==> config.mk <==
export PLATFORM = sky130hd
export DESIGN_NAME = log_chroma_invariant_pixel
export DESIGN_NICKNAME = d
export VERILOG_FILES = /design/src/design/lci_pkg.sv /design/src/design/lci_color_correct.sv /design/src/design/lci_log_chroma.sv /design/src/design/lci_project.sv /design/src/design/log_chroma_invariant_pixel.sv
export SDC_FILE = /design/constraint.sdc
export NUM_CORES = 2
export LEC_CHECK = 0
export BUFFER_PORTS_ARGS = -buffer_cell sky130_fd_sc_hd__buf_2
export CAP_MARGIN = 20
export CORE_UTILIZATION = 60
export DETAILED_ROUTE_END_ITERATION = 10
export PLACE_DENSITY = 0.84
export SLEW_MARGIN = 20
export SYNTH_ARGS = -nofsm -noshare
export SYNTH_HDL_FRONTEND = slang
export SYNTH_SLANG_ARGS = --single-unit
==> constraint.sdc <==
create_clock -name clock -period 7.4 [get_ports clock]
set_clock_uncertainty 0.15 [all_clocks]
set_input_delay 0.74 -clock clock [delete_from_list [all_inputs] [get_ports clock]]
set_output_delay 0.74 -clock clock [all_outputs]
set_load 0.05 [all_outputs]
==> src/design/lci_pkg.sv <==
package lci_pkg;

   localparam int CSR_INDEX_W = 3;
   localparam int CSR_DATA_W  = 15;

   typedef enum logic [CSR_INDEX_W-1:0] {
      CSR_PROJ_COS       = 3'd0,
      CSR_PROJ_SIN       = 3'd1,
      CSR_STRETCH_GAIN   = 3'd2,
      CSR_STRETCH_OFFSET = 3'd3,
      CSR_CLAMP_FLOOR    = 3'd4,
      CSR_CLAMP_CEILING  = 3'd5
   } csr_index_type;

   typedef logic signed [14:0] coef_type;

   typedef struct packed {
      coef_type    proj_cos;
      coef_type    proj_sin;
      logic [7:0]  stretch_gain;
      logic [7:0]  stretch_offset;
      logic [7:0]  clamp_floor;
      logic [7:0]  clamp_ceiling;
   } cfg_type;

   localparam coef_type   RESET_PROJ_COS       = -15'sd10917;
   localparam coef_type   RESET_PROJ_SIN       = 15'sd12218;
   localparam logic [7:0] RESET_STRETCH_GAIN   = 8'd32;
   localparam logic [7:0] RESET_STRETCH_OFFSET = 8'd128;
   localparam logic [7:0] RESET_CLAMP_FLOOR    = 8'd10;
   localparam logic [7:0] RESET_CLAMP_CEILING  = 8'd245;

   // Matrix accumulator and color matrix magnitudes, Q1.14
   typedef logic signed [23:0] acc_type;
   localparam acc_type M_RR = 24'sd16364;
   localparam acc_type M_RG = 24'sd1096;
   localparam acc_type M_RB = 24'sd2;
   localparam acc_type M_GR = 24'sd814;
   localparam acc_type M_GG = 24'sd16197;
   localparam acc_type M_GB = 24'sd2;
   localparam acc_type M_BR = 24'sd70;
   localparam acc_type M_BG = 24'sd2205;
   localparam acc_type M_BB = 24'sd16384;
   localparam acc_type ACC_ROUND = 24'sd8192;

   // ln(x) in Q3.12 for x = 1..255
   typedef logic [14:0] ln_word_type;
   typedef ln_word_type [255:0] ln_table_type;
   typedef logic signed [16:0] chi_type;
   typedef logic signed [31:0] proj_type;
   typedef logic signed [41:0] scaled_type;

   localparam int          LOG_INDEX_BITS = 10;
   localparam logic [63:0] LN2_Q12        = 64'd2839;
   localparam logic [63:0] LN2_Q30        = 64'd744261118;

   function automatic ln_table_type build_ln_table();
      ln_table_type tbl;
      logic [8:0]   x;
      logic [63:0]  z;
      logic [63:0]  l2;
      logic [63:0]  k;
      logic [63:0]  m;
      logic [63:0]  e;
      tbl = '0;
      for (x = 9'd1; x < 9'd256; x = x + 9'd1) begin
         e = 64'd0;
         for (int i = 1; i < 8; i++) begin
            if ((x >> i) != 9'd0) begin
               e = 64'(i);
            end
         end
         m = (64'(x) << (64'd7 - e)) & 64'h7F;
         k = m << (LOG_INDEX_BITS - 7);
         z = (64'd1 << 30) + (k << (30 - LOG_INDEX_BITS));
         l2 = 64'd0;
         for (int b = 1; b <= 20; b++) begin
            z = (z * z) >> 30;
            if (z >= (64'd2 << 30)) begin
               z = z >> 1;
               l2 = l2 | (64'd1 << (20 - b));
            end
         end
         tbl[x[7:0]] = 15'(e * LN2_Q12 + ((l2 * LN2_Q30 + (64'd1 << 37)) >> 38));
      end
      return tbl;
   endfunction

   localparam ln_table_type LN_TABLE = build_ln_table();

endpackage

==> src/design/lci_color_correct.sv <==
module lci_color_correct (
   input  logic             clock,
   input  logic             reset,
   input  logic             in_valid,
   input  logic [7:0]       red,
   input  logic [7:0]       green,
   input  logic [7:0]       blue,
   input  lci_pkg::cfg_type cfg,
   output logic             out_valid,
   output logic [7:0]       red_out,
   output logic [7:0]       green_out,
   output logic [7:0]       blue_out
);
   import lci_pkg::*;

   acc_type    r_ext, g_ext, b_ext;
   acc_type    acc_r_in, acc_g_in, acc_b_in;
   acc_type    acc_r_ff, acc_g_ff, acc_b_ff;
   logic       valid_acc_ff, valid_ch_ff;
   logic [7:0] ch_r_in, ch_g_in, ch_b_in;
   logic [7:0] ch_r_ff, ch_g_ff, ch_b_ff;

   function automatic logic [7:0] clamp_channel(acc_type acc, logic [7:0] lo, logic [7:0] hi);
      acc_type    rounded;
      logic [8:0] v;
      logic [7:0] c;
      rounded = acc + ACC_ROUND;
      v = (acc > 24'sd0) ? rounded[22:14] : 9'd0;
      if (v > {1'b0, hi}) begin
         c = hi;
      end else if (v < {1'b0, lo}) begin
         c = lo;
      end else begin
         c = v[7:0];
      end
      if (c == 8'd0) begin
         c = 8'd1;
      end
      return c;
   endfunction

   assign r_ext = {16'b0, red};
   assign g_ext = {16'b0, green};
   assign b_ext = {16'b0, blue};

   // every row uses the uncorrected channels
   assign acc_r_in = M_RR * r_ext - M_RG * g_ext - M_RB * b_ext;
   assign acc_g_in = M_GG * g_ext - M_GR * r_ext - M_GB * b_ext;
   assign acc_b_in = M_BR * r_ext - M_BG * g_ext + M_BB * b_ext;

   assign ch_r_in = clamp_channel(acc_r_ff, cfg.clamp_floor, cfg.clamp_ceiling);
   assign ch_g_in = clamp_channel(acc_g_ff, cfg.clamp_floor, cfg.clamp_ceiling);
   assign ch_b_in = clamp_channel(acc_b_ff, cfg.clamp_floor, cfg.clamp_ceiling);

   always_ff @(posedge clock) begin
      if (reset) begin
         valid_acc_ff <= 1'b0;
         valid_ch_ff  <= 1'b0;
      end else begin
         valid_acc_ff <= in_valid;
         valid_ch_ff  <= valid_acc_ff;
      end
   end

   always_ff @(posedge clock) begin
      acc_r_ff <= acc_r_in;
      acc_g_ff <= acc_g_in;
      acc_b_ff <= acc_b_in;
      ch_r_ff  <= ch_r_in;
      ch_g_ff  <= ch_g_in;
      ch_b_ff  <= ch_b_in;
   end

   assign out_valid = valid_ch_ff;
   assign red_out   = ch_r_ff;
   assign green_out = ch_g_ff;
   assign blue_out  = ch_b_ff;

endmodule

==> src/design/lci_log_chroma.sv <==
module lci_log_chroma (
   input  logic             clock,
   input  logic             reset,
   input  logic             in_valid,
   input  logic [7:0]       red,
   input  logic [7:0]       green,
   input  logic [7:0]       blue,
   output logic             out_valid,
   output lci_pkg::chi_type chi_r3,
   output lci_pkg::chi_type chi_b3
);
   import lci_pkg::*;

   ln_word_type ln_r_ff, ln_g_ff, ln_b_ff;
   chi_type     lr_x, lg_x, lb_x;
   chi_type     chi_r3_in, chi_b3_in;
   chi_type     chi_r3_ff, chi_b3_ff;
   logic        valid_ln_ff, valid_chi_ff;

   assign lr_x = {2'b0, ln_r_ff};
   assign lg_x = {2'b0, ln_g_ff};
   assign lb_x = {2'b0, ln_b_ff};

   // three times (log minus mean log)
   assign chi_r3_in = (lr_x <<< 1) - lg_x - lb_x;
   assign chi_b3_in = (lb_x <<< 1) - lr_x - lg_x;

   always_ff @(posedge clock) begin
      if (reset) begin
         valid_ln_ff  <= 1'b0;
         valid_chi_ff <= 1'b0;
      end else begin
         valid_ln_ff  <= in_valid;
         valid_chi_ff <= valid_ln_ff;
      end
   end

   always_ff @(posedge clock) begin
      ln_r_ff   <= LN_TABLE[red];
      ln_g_ff   <= LN_TABLE[green];
      ln_b_ff   <= LN_TABLE[blue];
      chi_r3_ff <= chi_r3_in;
      chi_b3_ff <= chi_b3_in;
   end

   assign out_valid = valid_chi_ff;
   assign chi_r3    = chi_r3_ff;
   assign chi_b3    = chi_b3_ff;

endmodule

==> src/design/lci_project.sv <==
module lci_project (
   input  logic             clock,
   input  logic             reset,
   input  logic             in_valid,
   input  lci_pkg::chi_type chi_r3,
   input  lci_pkg::chi_type chi_b3,
   input  lci_pkg::cfg_type cfg,
   output logic             out_valid,
   output logic [7:0]       value
);
   import lci_pkg::*;

   localparam logic [9:0]  SAT_LIMIT = 10'd768;
   localparam logic [19:0] RECIP3    = 20'd683;

   proj_type    chi_r_ext, chi_b_ext, cos_ext, sin_ext;
   proj_type    prod_c_ff, prod_s_ff, proj_ff;
   scaled_type  proj_wide, gain_wide, scaled_ff, off_term, total;
   logic [9:0]  off3;
   logic        neg_ff, sat_ff;
   logic [9:0]  quot_ff;
   logic [19:0] recip;
   logic [7:0]  value_in, value_ff;
   logic [4:0]  valid_ff;

   assign chi_r_ext = proj_type'(chi_r3);
   assign chi_b_ext = proj_type'(chi_b3);
   assign cos_ext   = proj_type'(cfg.proj_cos);
   assign sin_ext   = proj_type'(cfg.proj_sin);

   assign proj_wide = scaled_type'(proj_ff);
   assign gain_wide = {34'b0, cfg.stretch_gain};

   // offset times 3 * 2^26
   assign off3     = {2'b0, cfg.stretch_offset} + {1'b0, cfg.stretch_offset, 1'b0};
   assign off_term = {6'b0, off3, 26'b0};
   assign total    = scaled_ff + off_term;

   // quotient below 768 divided by 3 through 683 / 2^11
   assign recip = {10'b0, quot_ff} * RECIP3;

   always_comb begin
      if (neg_ff) begin
         value_in = 8'd0;
      end else if (sat_ff) begin
         value_in = 8'd255;
      end else begin
         value_in = recip[18:11];
      end
   end

   always_ff @(posedge clock) begin
      if (reset) begin
         valid_ff <= '0;
      end else begin
         valid_ff <= {valid_ff[3:0], in_valid};
      end
   end

   always_ff @(posedge clock) begin
      prod_c_ff <= chi_b_ext * cos_ext;
      prod_s_ff <= chi_r_ext * sin_ext;
      proj_ff   <= prod_c_ff + prod_s_ff;
      scaled_ff <= proj_wide * gain_wide;
      neg_ff    <= total[41];
      sat_ff    <= (total[40:26] >= {5'b0, SAT_LIMIT});
      quot_ff   <= total[35:26];
      value_ff  <= value_in;
   end

   assign out_valid = valid_ff[4];
   assign value     = value_ff;

endmodule

==> src/design/log_chroma_invariant_pixel.sv <==
// Illumination-invariant grey value, one RGB pixel per beat. A pixel is taken
// at every clock edge with start high and busy low; busy is high only while
// reset is held, so a new pixel may be offered every cycle. Each pixel gives
// exactly one result, in order, with rsp_valid high for a single cycle, from
// a nine-stage pipeline (matrix, clamp, log lookup, chromaticity, two
// projection products, sum, gain, offset and scale, divide by three with
// saturation). The result cannot be held back, so the receiver must take it
// on the strobe. Configuration registers are read live by the pipeline:
// write them only when no pixel is in flight.
module log_chroma_invariant_pixel (
   input  logic                            clock,
   input  logic                            reset,
   input  logic                            start,
   output logic                            busy,
   input  logic [7:0]                      req_red_in,
   input  logic [7:0]                      req_green_in,
   input  logic [7:0]                      req_blue_in,
   output logic                            rsp_valid,
   output logic [7:0]                      rsp_invariant_value,
   input  logic                            csr_write,
   input  logic [lci_pkg::CSR_INDEX_W-1:0] csr_index,
   input  logic [lci_pkg::CSR_DATA_W-1:0]  csr_data
);
   import lci_pkg::*;

   cfg_type    cfg_ff, cfg_in;
   logic       accept;
   logic       cc_valid;
   logic [7:0] cc_red, cc_green, cc_blue;
   logic       lc_valid;
   chi_type    lc_chi_r3, lc_chi_b3;

   assign busy   = reset;
   assign accept = start && !busy;

   always_comb begin
      cfg_in = cfg_ff;
      if (csr_write) begin
         case (csr_index)
            CSR_PROJ_COS:       cfg_in.proj_cos       = coef_type'(csr_data);
            CSR_PROJ_SIN:       cfg_in.proj_sin       = coef_type'(csr_data);
            CSR_STRETCH_GAIN:   cfg_in.stretch_gain   = csr_data[7:0];
            CSR_STRETCH_OFFSET: cfg_in.stretch_offset = csr_data[7:0];
            CSR_CLAMP_FLOOR:    cfg_in.clamp_floor    = csr_data[7:0];
            CSR_CLAMP_CEILING:  cfg_in.clamp_ceiling  = csr_data[7:0];
            default:            cfg_in = cfg_ff;
         endcase
      end
   end

   always_ff @(posedge clock) begin
      if (reset) begin
         cfg_ff.proj_cos       <= RESET_PROJ_COS;
         cfg_ff.proj_sin       <= RESET_PROJ_SIN;
         cfg_ff.stretch_gain   <= RESET_STRETCH_GAIN;
         cfg_ff.stretch_offset <= RESET_STRETCH_OFFSET;
         cfg_ff.clamp_floor    <= RESET_CLAMP_FLOOR;
         cfg_ff.clamp_ceiling  <= RESET_CLAMP_CEILING;
      end else begin
         cfg_ff <= cfg_in;
      end
   end

   lci_color_correct u_color_correct (
      .clock     (clock),
      .reset     (reset),
      .in_valid  (accept),
      .red       (req_red_in),
      .green     (req_green_in),
      .blue      (req_blue_in),
      .cfg       (cfg_ff),
      .out_valid (cc_valid),
      .red_out   (cc_red),
      .green_out (cc_green),
      .blue_out  (cc_blue)
   );

   lci_log_chroma u_log_chroma (
      .clock     (clock),
      .reset     (reset),
      .in_valid  (cc_valid),
      .red       (cc_red),
      .green     (cc_green),
      .blue      (cc_blue),
      .out_valid (lc_valid),
      .chi_r3    (lc_chi_r3),
      .chi_b3    (lc_chi_b3)
   );

   lci_project u_project (
      .clock     (clock),
      .reset     (reset),
      .in_valid  (lc_valid),
      .chi_r3    (lc_chi_r3),
      .chi_b3    (lc_chi_b3),
      .cfg       (cfg_ff),
      .out_valid (rsp_valid),
      .value     (rsp_invariant_value)
   );

endmodule

After elaboration in Yosys (flattened, before gate mapping) --
Memory sizes are Yosys's and may differ from the RTL's. A register that Yosys moved wholly into a read port is not among the register bits. Index checks and enable logic that the tools add are counted.
Operators by class: add/sub/neg operators 16, multipliers 10, order comparisons 10, eq/ne operators 5, muxes and demuxes 10, reductions and logical operators 12
Operators with widths (number):
- $gt 24x1->1 const B | 3
- $sub 24x24->24 | 3
- $add 23x15->23 const B | 3
- $mul 17x15->32 | 2
- $mux 8 | 7
- $sub 24x10->24 | 2
- $add 42x37->42 | 1
- $mul 32x9->41 | 1
- $mul 12x8->20 const A | 2
- $sub 16x15->17 | 2
- $sub 17x16->17 | 2
- $add 32x32->32 | 1
- $gt 9x8->1 | 3
- $lt 9x8->1 | 3
- $mux 9 | 3
- $add 24x23->24 | 1
- $logic_not 8->1 | 3
- $mul 14x8->22 const A | 1
- $mul 10x10->19 const B | 1
- $mul 9x8->17 const A | 1
- $mul 8x8->16 const A | 1
- $ge 15x10->1 const B | 1
- $mul 6x8->14 const A | 1
- $reduce_and 2->1 | 6
- 7 further kinds | 9
Word-level totals: flip-flop bits (word level) 359, memory bits (read-only) 11520, output and inout bits 10, word-level logic and storage cells 93, memories 3
Memories:
- (no name shown) | words 256, bits a word 15, read ports 1, clocked after Yosys merged registers in 1, write ports 0, line lci_log_chroma.sv:39 | ln_r_ff <= LN_TABLE[red];
- (no name shown) | words 256, bits a word 15, read ports 1, clocked after Yosys merged registers in 1, write ports 0, line lci_log_chroma.sv:40 | ln_g_ff <= LN_TABLE[green];
- (no name shown) | words 256, bits a word 15, read ports 1, clocked after Yosys merged registers in 1, write ports 0, line lci_log_chroma.sv:41 | ln_b_ff <= LN_TABLE[blue];

Longest topological paths before layout --
word-level depth 6, gate-level depth with buffers 28, depth with buffers taken out 28

Hierarchy --
A second synthesis with hierarchy kept.
Unflattened totals: cell total of the unflattened synthesis 8091, area, all modules 68171.6 sq um
Modules (own cells, without submodules):
- lci_project | instances 1, cells an instance 3684, area an instance 33867.5 sq um, seq. area each 2722.6 sq um
- lci_color_correct | instances 1, cells an instance 1811, area an instance 16072.9 sq um, seq. area each 1941.9 sq um
- lci_log_chroma | instances 1, cells an instance 2351, area an instance 15691.3 sq um, seq. area each 1621.6 sq um
- log_chroma_invariant_pixel | instances 1, cells an instance 245, area an instance 2539.9 sq um, seq. area each 1241.2 sq um

Worst setup path before layout --
OpenSTA, ideal clock, no wires.
path kind input to register, start input req_green_in[2], end register u_color_correct.acc_b_ff[22], library setup time 0.123 ns, arrival time 6.283 ns, required time 7.127 ns, path slack 0.843 ns, stages on the path 26, buffers on the path 0, path through fa_1 ha_1 inv_1 fa_1 fa_1 inv_1 ha_1 a21o_1 a21oi_1 o21bai_1 a21oi_1 o21bai_1 a31o_2 a21oi_1 xor2_1 fa_1 ha_1 nand2_1 nand2_1 a211o_1 nor3_1 a221oi_1 a211oi_1 o21bai_1 a21oi_1 xnor2_1
Between the ends: cells in the longest elaborated chain, start to end 3
Ends and longest elaborated chain:
- start: declaration | line log_chroma_invariant_pixel.sv:16 | input logic [7:0] req_green_in,
- $mul 12x8->20 | line lci_color_correct.sv:49 | assign acc_b_in = M_BR * r_ext - M_BG * g_ext + M_BB * b_ext;
- $sub 24x24->24 | line lci_color_correct.sv:49
- $add 24x23->24 | line lci_color_correct.sv:49
- net u_color_correct.acc_b_in[22] | line lci_color_correct.sv:17 | acc_type acc_r_in, acc_g_in, acc_b_in;
- end signal: assignment | line lci_color_correct.sv:68 | acc_b_ff <= acc_b_in;
- end: declaration | line lci_color_correct.sv:18 | acc_type acc_r_ff, acc_g_ff, acc_b_ff;
The timed path passes the listed nets, and every way through them passes these cells. A chain may end at the register's enable or synchronous reset.

Final worst setup path --
start register cfg_ff[32] (netlist name), end register u_project.prod_s_ff[30]
Between the ends: cells in the longest elaborated chain, start to end 1
Ends and longest elaborated chain:
- start: declaration | line log_chroma_invariant_pixel.sv:26 | cfg_type cfg_ff, cfg_in;
- start signal: assignment | line log_chroma_invariant_pixel.sv:60 | cfg_ff <= cfg_in;
- $mul 17x15->32 | line lci_project.sv:62 | prod_s_ff <= chi_r_ext * sin_ext;
- end signal: assignment | line lci_project.sv:62
- end: declaration | line lci_project.sv:17 | proj_type prod_c_ff, prod_s_ff, proj_ff;
Every way passes these cells.

==> metrics.yaml <==
status: "completed"
finalCoreUtilization_pct: 63.5
cp_slowest_cell: "dfxtp_1"
core_area_um2: 108000
yosys.area_share.simple_pct: 16.1
num-fill-cells: 8804
slew_viol_final: 0
finalCritPeriodShare_pct: 94.0
final_hold_viol_count: 0
cp-end-kind: "register"
num_rows: 120
ys_types: 86
drive_gt1_share_pct: 3.81
tightest_slew_ns: 1.16
drtIter0Drc: 6210
clkLatencyLatePin_ns: 0.61
cts_buffer_depth: 3
synth_area_um2: 65400
dieArea_um2: 110000
avgSynthCellArea_um2: 8.27
wl_per_cell_um: 20.8
layout_commonest_cell: "inv_1"
numPortBuffers: 55
post_dp_cell_area_um2: 66700
cts_tree: "done"
hp-class: "in2reg"
synth_edf_count: 0
hold_buffers: 0
antenna_found_initial: 15
synth-async-reset-ratio_pct: 0
cts_made_buffers: 45
synthFlopType: "dfxtp_1"
relSlewSlack_pct: 21.6
grt_use_total_pct: 34.6
synth_top_family_by_area: "adder cells"
crit_top_cell: "fa_1"
crit_path_start_kind: "register"
tns_ns: 0
drv_cap: 0
register_area_um2: 7560
fp.dieW_um: 332
viasPerCell: 6.13
grt_max_degree: 90
synth-compound-area-share_pct: 15.8
die_y_um: 332
cts.sinks: 376
grt_pass1_wl_mm: 306
syn_to_final_growth_pct: 4.43
final_cell_mix: "1261 x inv_1, 870 x nand2_1, 859 x fa_1, 806 x ha_1, 466 x a21oi_1"
synthAdderAreaFrac_pct: 41.7
grt_overflow: 0
syn_nets: 9617
synthXorXnorAreaFrac_pct: 4.15
worstSetupPathType: "reg2reg"
wl_mm: 191
ant_nets: 0
ios: 56
clkTransAtPathRegs_ns: 0.06
root_buffer: "clkbuf_16"
grt_pass1_vias: 57200
synthCells: 7906
finalSetupViolCount: 0
synth_mux_area_share_pct: 1.42
cp_max_fo: 18
dr.pass1.iters: 9
ys_seq_area_share_pct: 11.5
fin_crit_ns: 6.96
crit_required_ns: 7.78
crit_path_cell_trace: "nand2_1 > inv_1 > fa_1 > inv_1 > fa_1 > inv_1 > fa_1 > fa_1 > fa_1 > inv_1 > fa_1 > inv_1 > ha_1 > a21oi_1 > nor2b_1 > a2111oi_0 > nand2_1 > o31a_1 > a31oi_1 > o21ai_0 > a21oi_1 > xnor2_1"
initial_utilization_pct: 60.8
design_area_um2: 68300
h-tree-depth: 2
yosysWarnings: 0
gp_congestion: 1.04
drcViolationCount: 0
arrival_ns: 7.34
rsz0062_at_grt: "false"
multiInputGateArea_um2: 51800
nNetsFinal: 9451
slowest_delay_ns: 0.75
routed-via-count: 56300
ys_ff_latch: 376
dp_hpwl_mm: 151
timing.fmax_mhz: 144
## routing by layer
metal | share of wire (%) | global-route usage [%]
met1 | 40 | 43.6
met4 | 5.8 | 17.4
met3 | 9.4 | 7.45
met2 | 45 | 56.1
met5 | 0.051 | 0
## synth_stat cells, drive strengths merged (10+ instances only)
library cell | n | share of area, %
or2 | 22 | 0.21
nand3 | 114 | 0.87
or3 | 26 | 0.25
a2111oi | 18 | 0.24
xor2 | 93 | 1.2
a211oi | 96 | 1.1
o31ai | 26 | 0.30
nand2 | 870 | 5.0
o31a | 16 | 0.21
or4 | 10 | 0.11
nand3b | 13 | 0.15
o41ai | 12 | 0.17
and2 | 379 | 3.6
xnor2 | 217 | 2.9
a21o | 80 | 0.92
o2111ai | 19 | 0.25
clkbuf | 300 | 1.7
a21oi | 467 | 3.6
nor3 | 111 | 0.85
o21ai | 406 | 3.1
nor2b | 69 | 0.66
fa | 859 | 26
nand2b | 64 | 0.61
o22ai | 33 | 0.32
a31oi | 53 | 0.51
dfxtp | 376 | 12
a211o | 21 | 0.28
mux4 | 16 | 0.55
o21bai | 49 | 0.58
nor4 | 32 | 0.32
a311oi | 23 | 0.31
inv | 1264 | 7.3
and3 | 25 | 0.24
o21a | 59 | 0.68
o311ai | 39 | 0.52
ha | 806 | 15
mux2i | 51 | 0.78
buf | 51 | 0.32
a221oi | 22 | 0.29
o211ai | 79 | 0.91
nor2 | 449 | 2.6
o221ai | 21 | 0.28
nand4 | 30 | 0.29
## final timing paths
kind	cells after the start	startpoint	to	slack, ns
max	22	cfg_ff[32]	u_project.prod_s_ff[30]	0.44
min reg2reg	1	u_project.valid_ff[0]	u_project.valid_ff[1]	0.28
min	2	start	u_color_correct.valid_acc_ff	0.20
max reg2reg	22	cfg_ff[32]	u_project.prod_s_ff[30]	0.44
## worst max-delay path: cells and delay by family (launching register included)
| kind | cells | cell delay (ns) |
|---|---|---|
| AOI/OAI and AO/OA | 6 | 1.74 |
| xor gates and xnor gates | 1 | 0.13 |
| and+or+nand+nor | 3 | 0.39 |
| DFF | 1 | 0.75 |
| buffers and inverters | 5 | 0.55 |
| adders and majority gates | 7 | 3.15 |
## stage by stage
| stage | std cells | hold slack, ns | setup slack [ns] |
|---|---|---|---|
| floorplan | 7906 | 0.264 | 0.843 |
| global placement | 9096 | 0.267 | 0.487 |
| detailed placement | 9096 | 0.273 | 0.428 |
| CTS | 9180 | 0.173 | 0.422 |
| global route | 9183 | 0.216 | 0.0435 |
| finish | 9185 | 0.196 | 0.443 |
## flip-flops by register name, indices dropped and copies added (netlist names), 15 cells and up
signal,flops
cfg_ff,62
u_color_correct.acc_b_ff,24
u_color_correct.acc_g_ff,24
u_color_correct.acc_r_ff,23
u_log_chroma.chi_b3,17
u_log_chroma.chi_r3,17
u_log_chroma.ln_b_ff,15
u_log_chroma.ln_g_ff,15
u_log_chroma.ln_r_ff,15
u_project.prod_c_ff,32
u_project.prod_s_ff,32
u_project.proj_ff,32
u_project.scaled_ff,15
## logic make-up after synthesis
group / Yosys count
buffers and inverters: 1621
multiplexers: 72
adder cells (fa/ha/maj): 1665
flip-flops: 376
AO/OA/AOI/OAI: 1623
AND/OR/NAND/NOR: 2239
XOR/XNOR: 310
## timing repair
action	in CTS	in global routing
setup buffers	0	0
gates resized for setup	0	1
hold endpoints to repair	0	0
setup endpoints to repair	0	1
## layout make-up
class / count / share of cell area [%]
antenna: 5 / 0.0183
clock buffer: 55 / 1.76
clock inverter: 29 / 0.471
inverter: 1270 / 6.98
multi-input combinational: 5909 / 75.8
sequential: 376 / 11.1
tap: 1403 / 2.57
timing repair buffer: 138 / 1.32
Power is left out: the tool's default activity adds up to more than one toggle a clock period on the data nets, which glitch-free logic cannot reach.
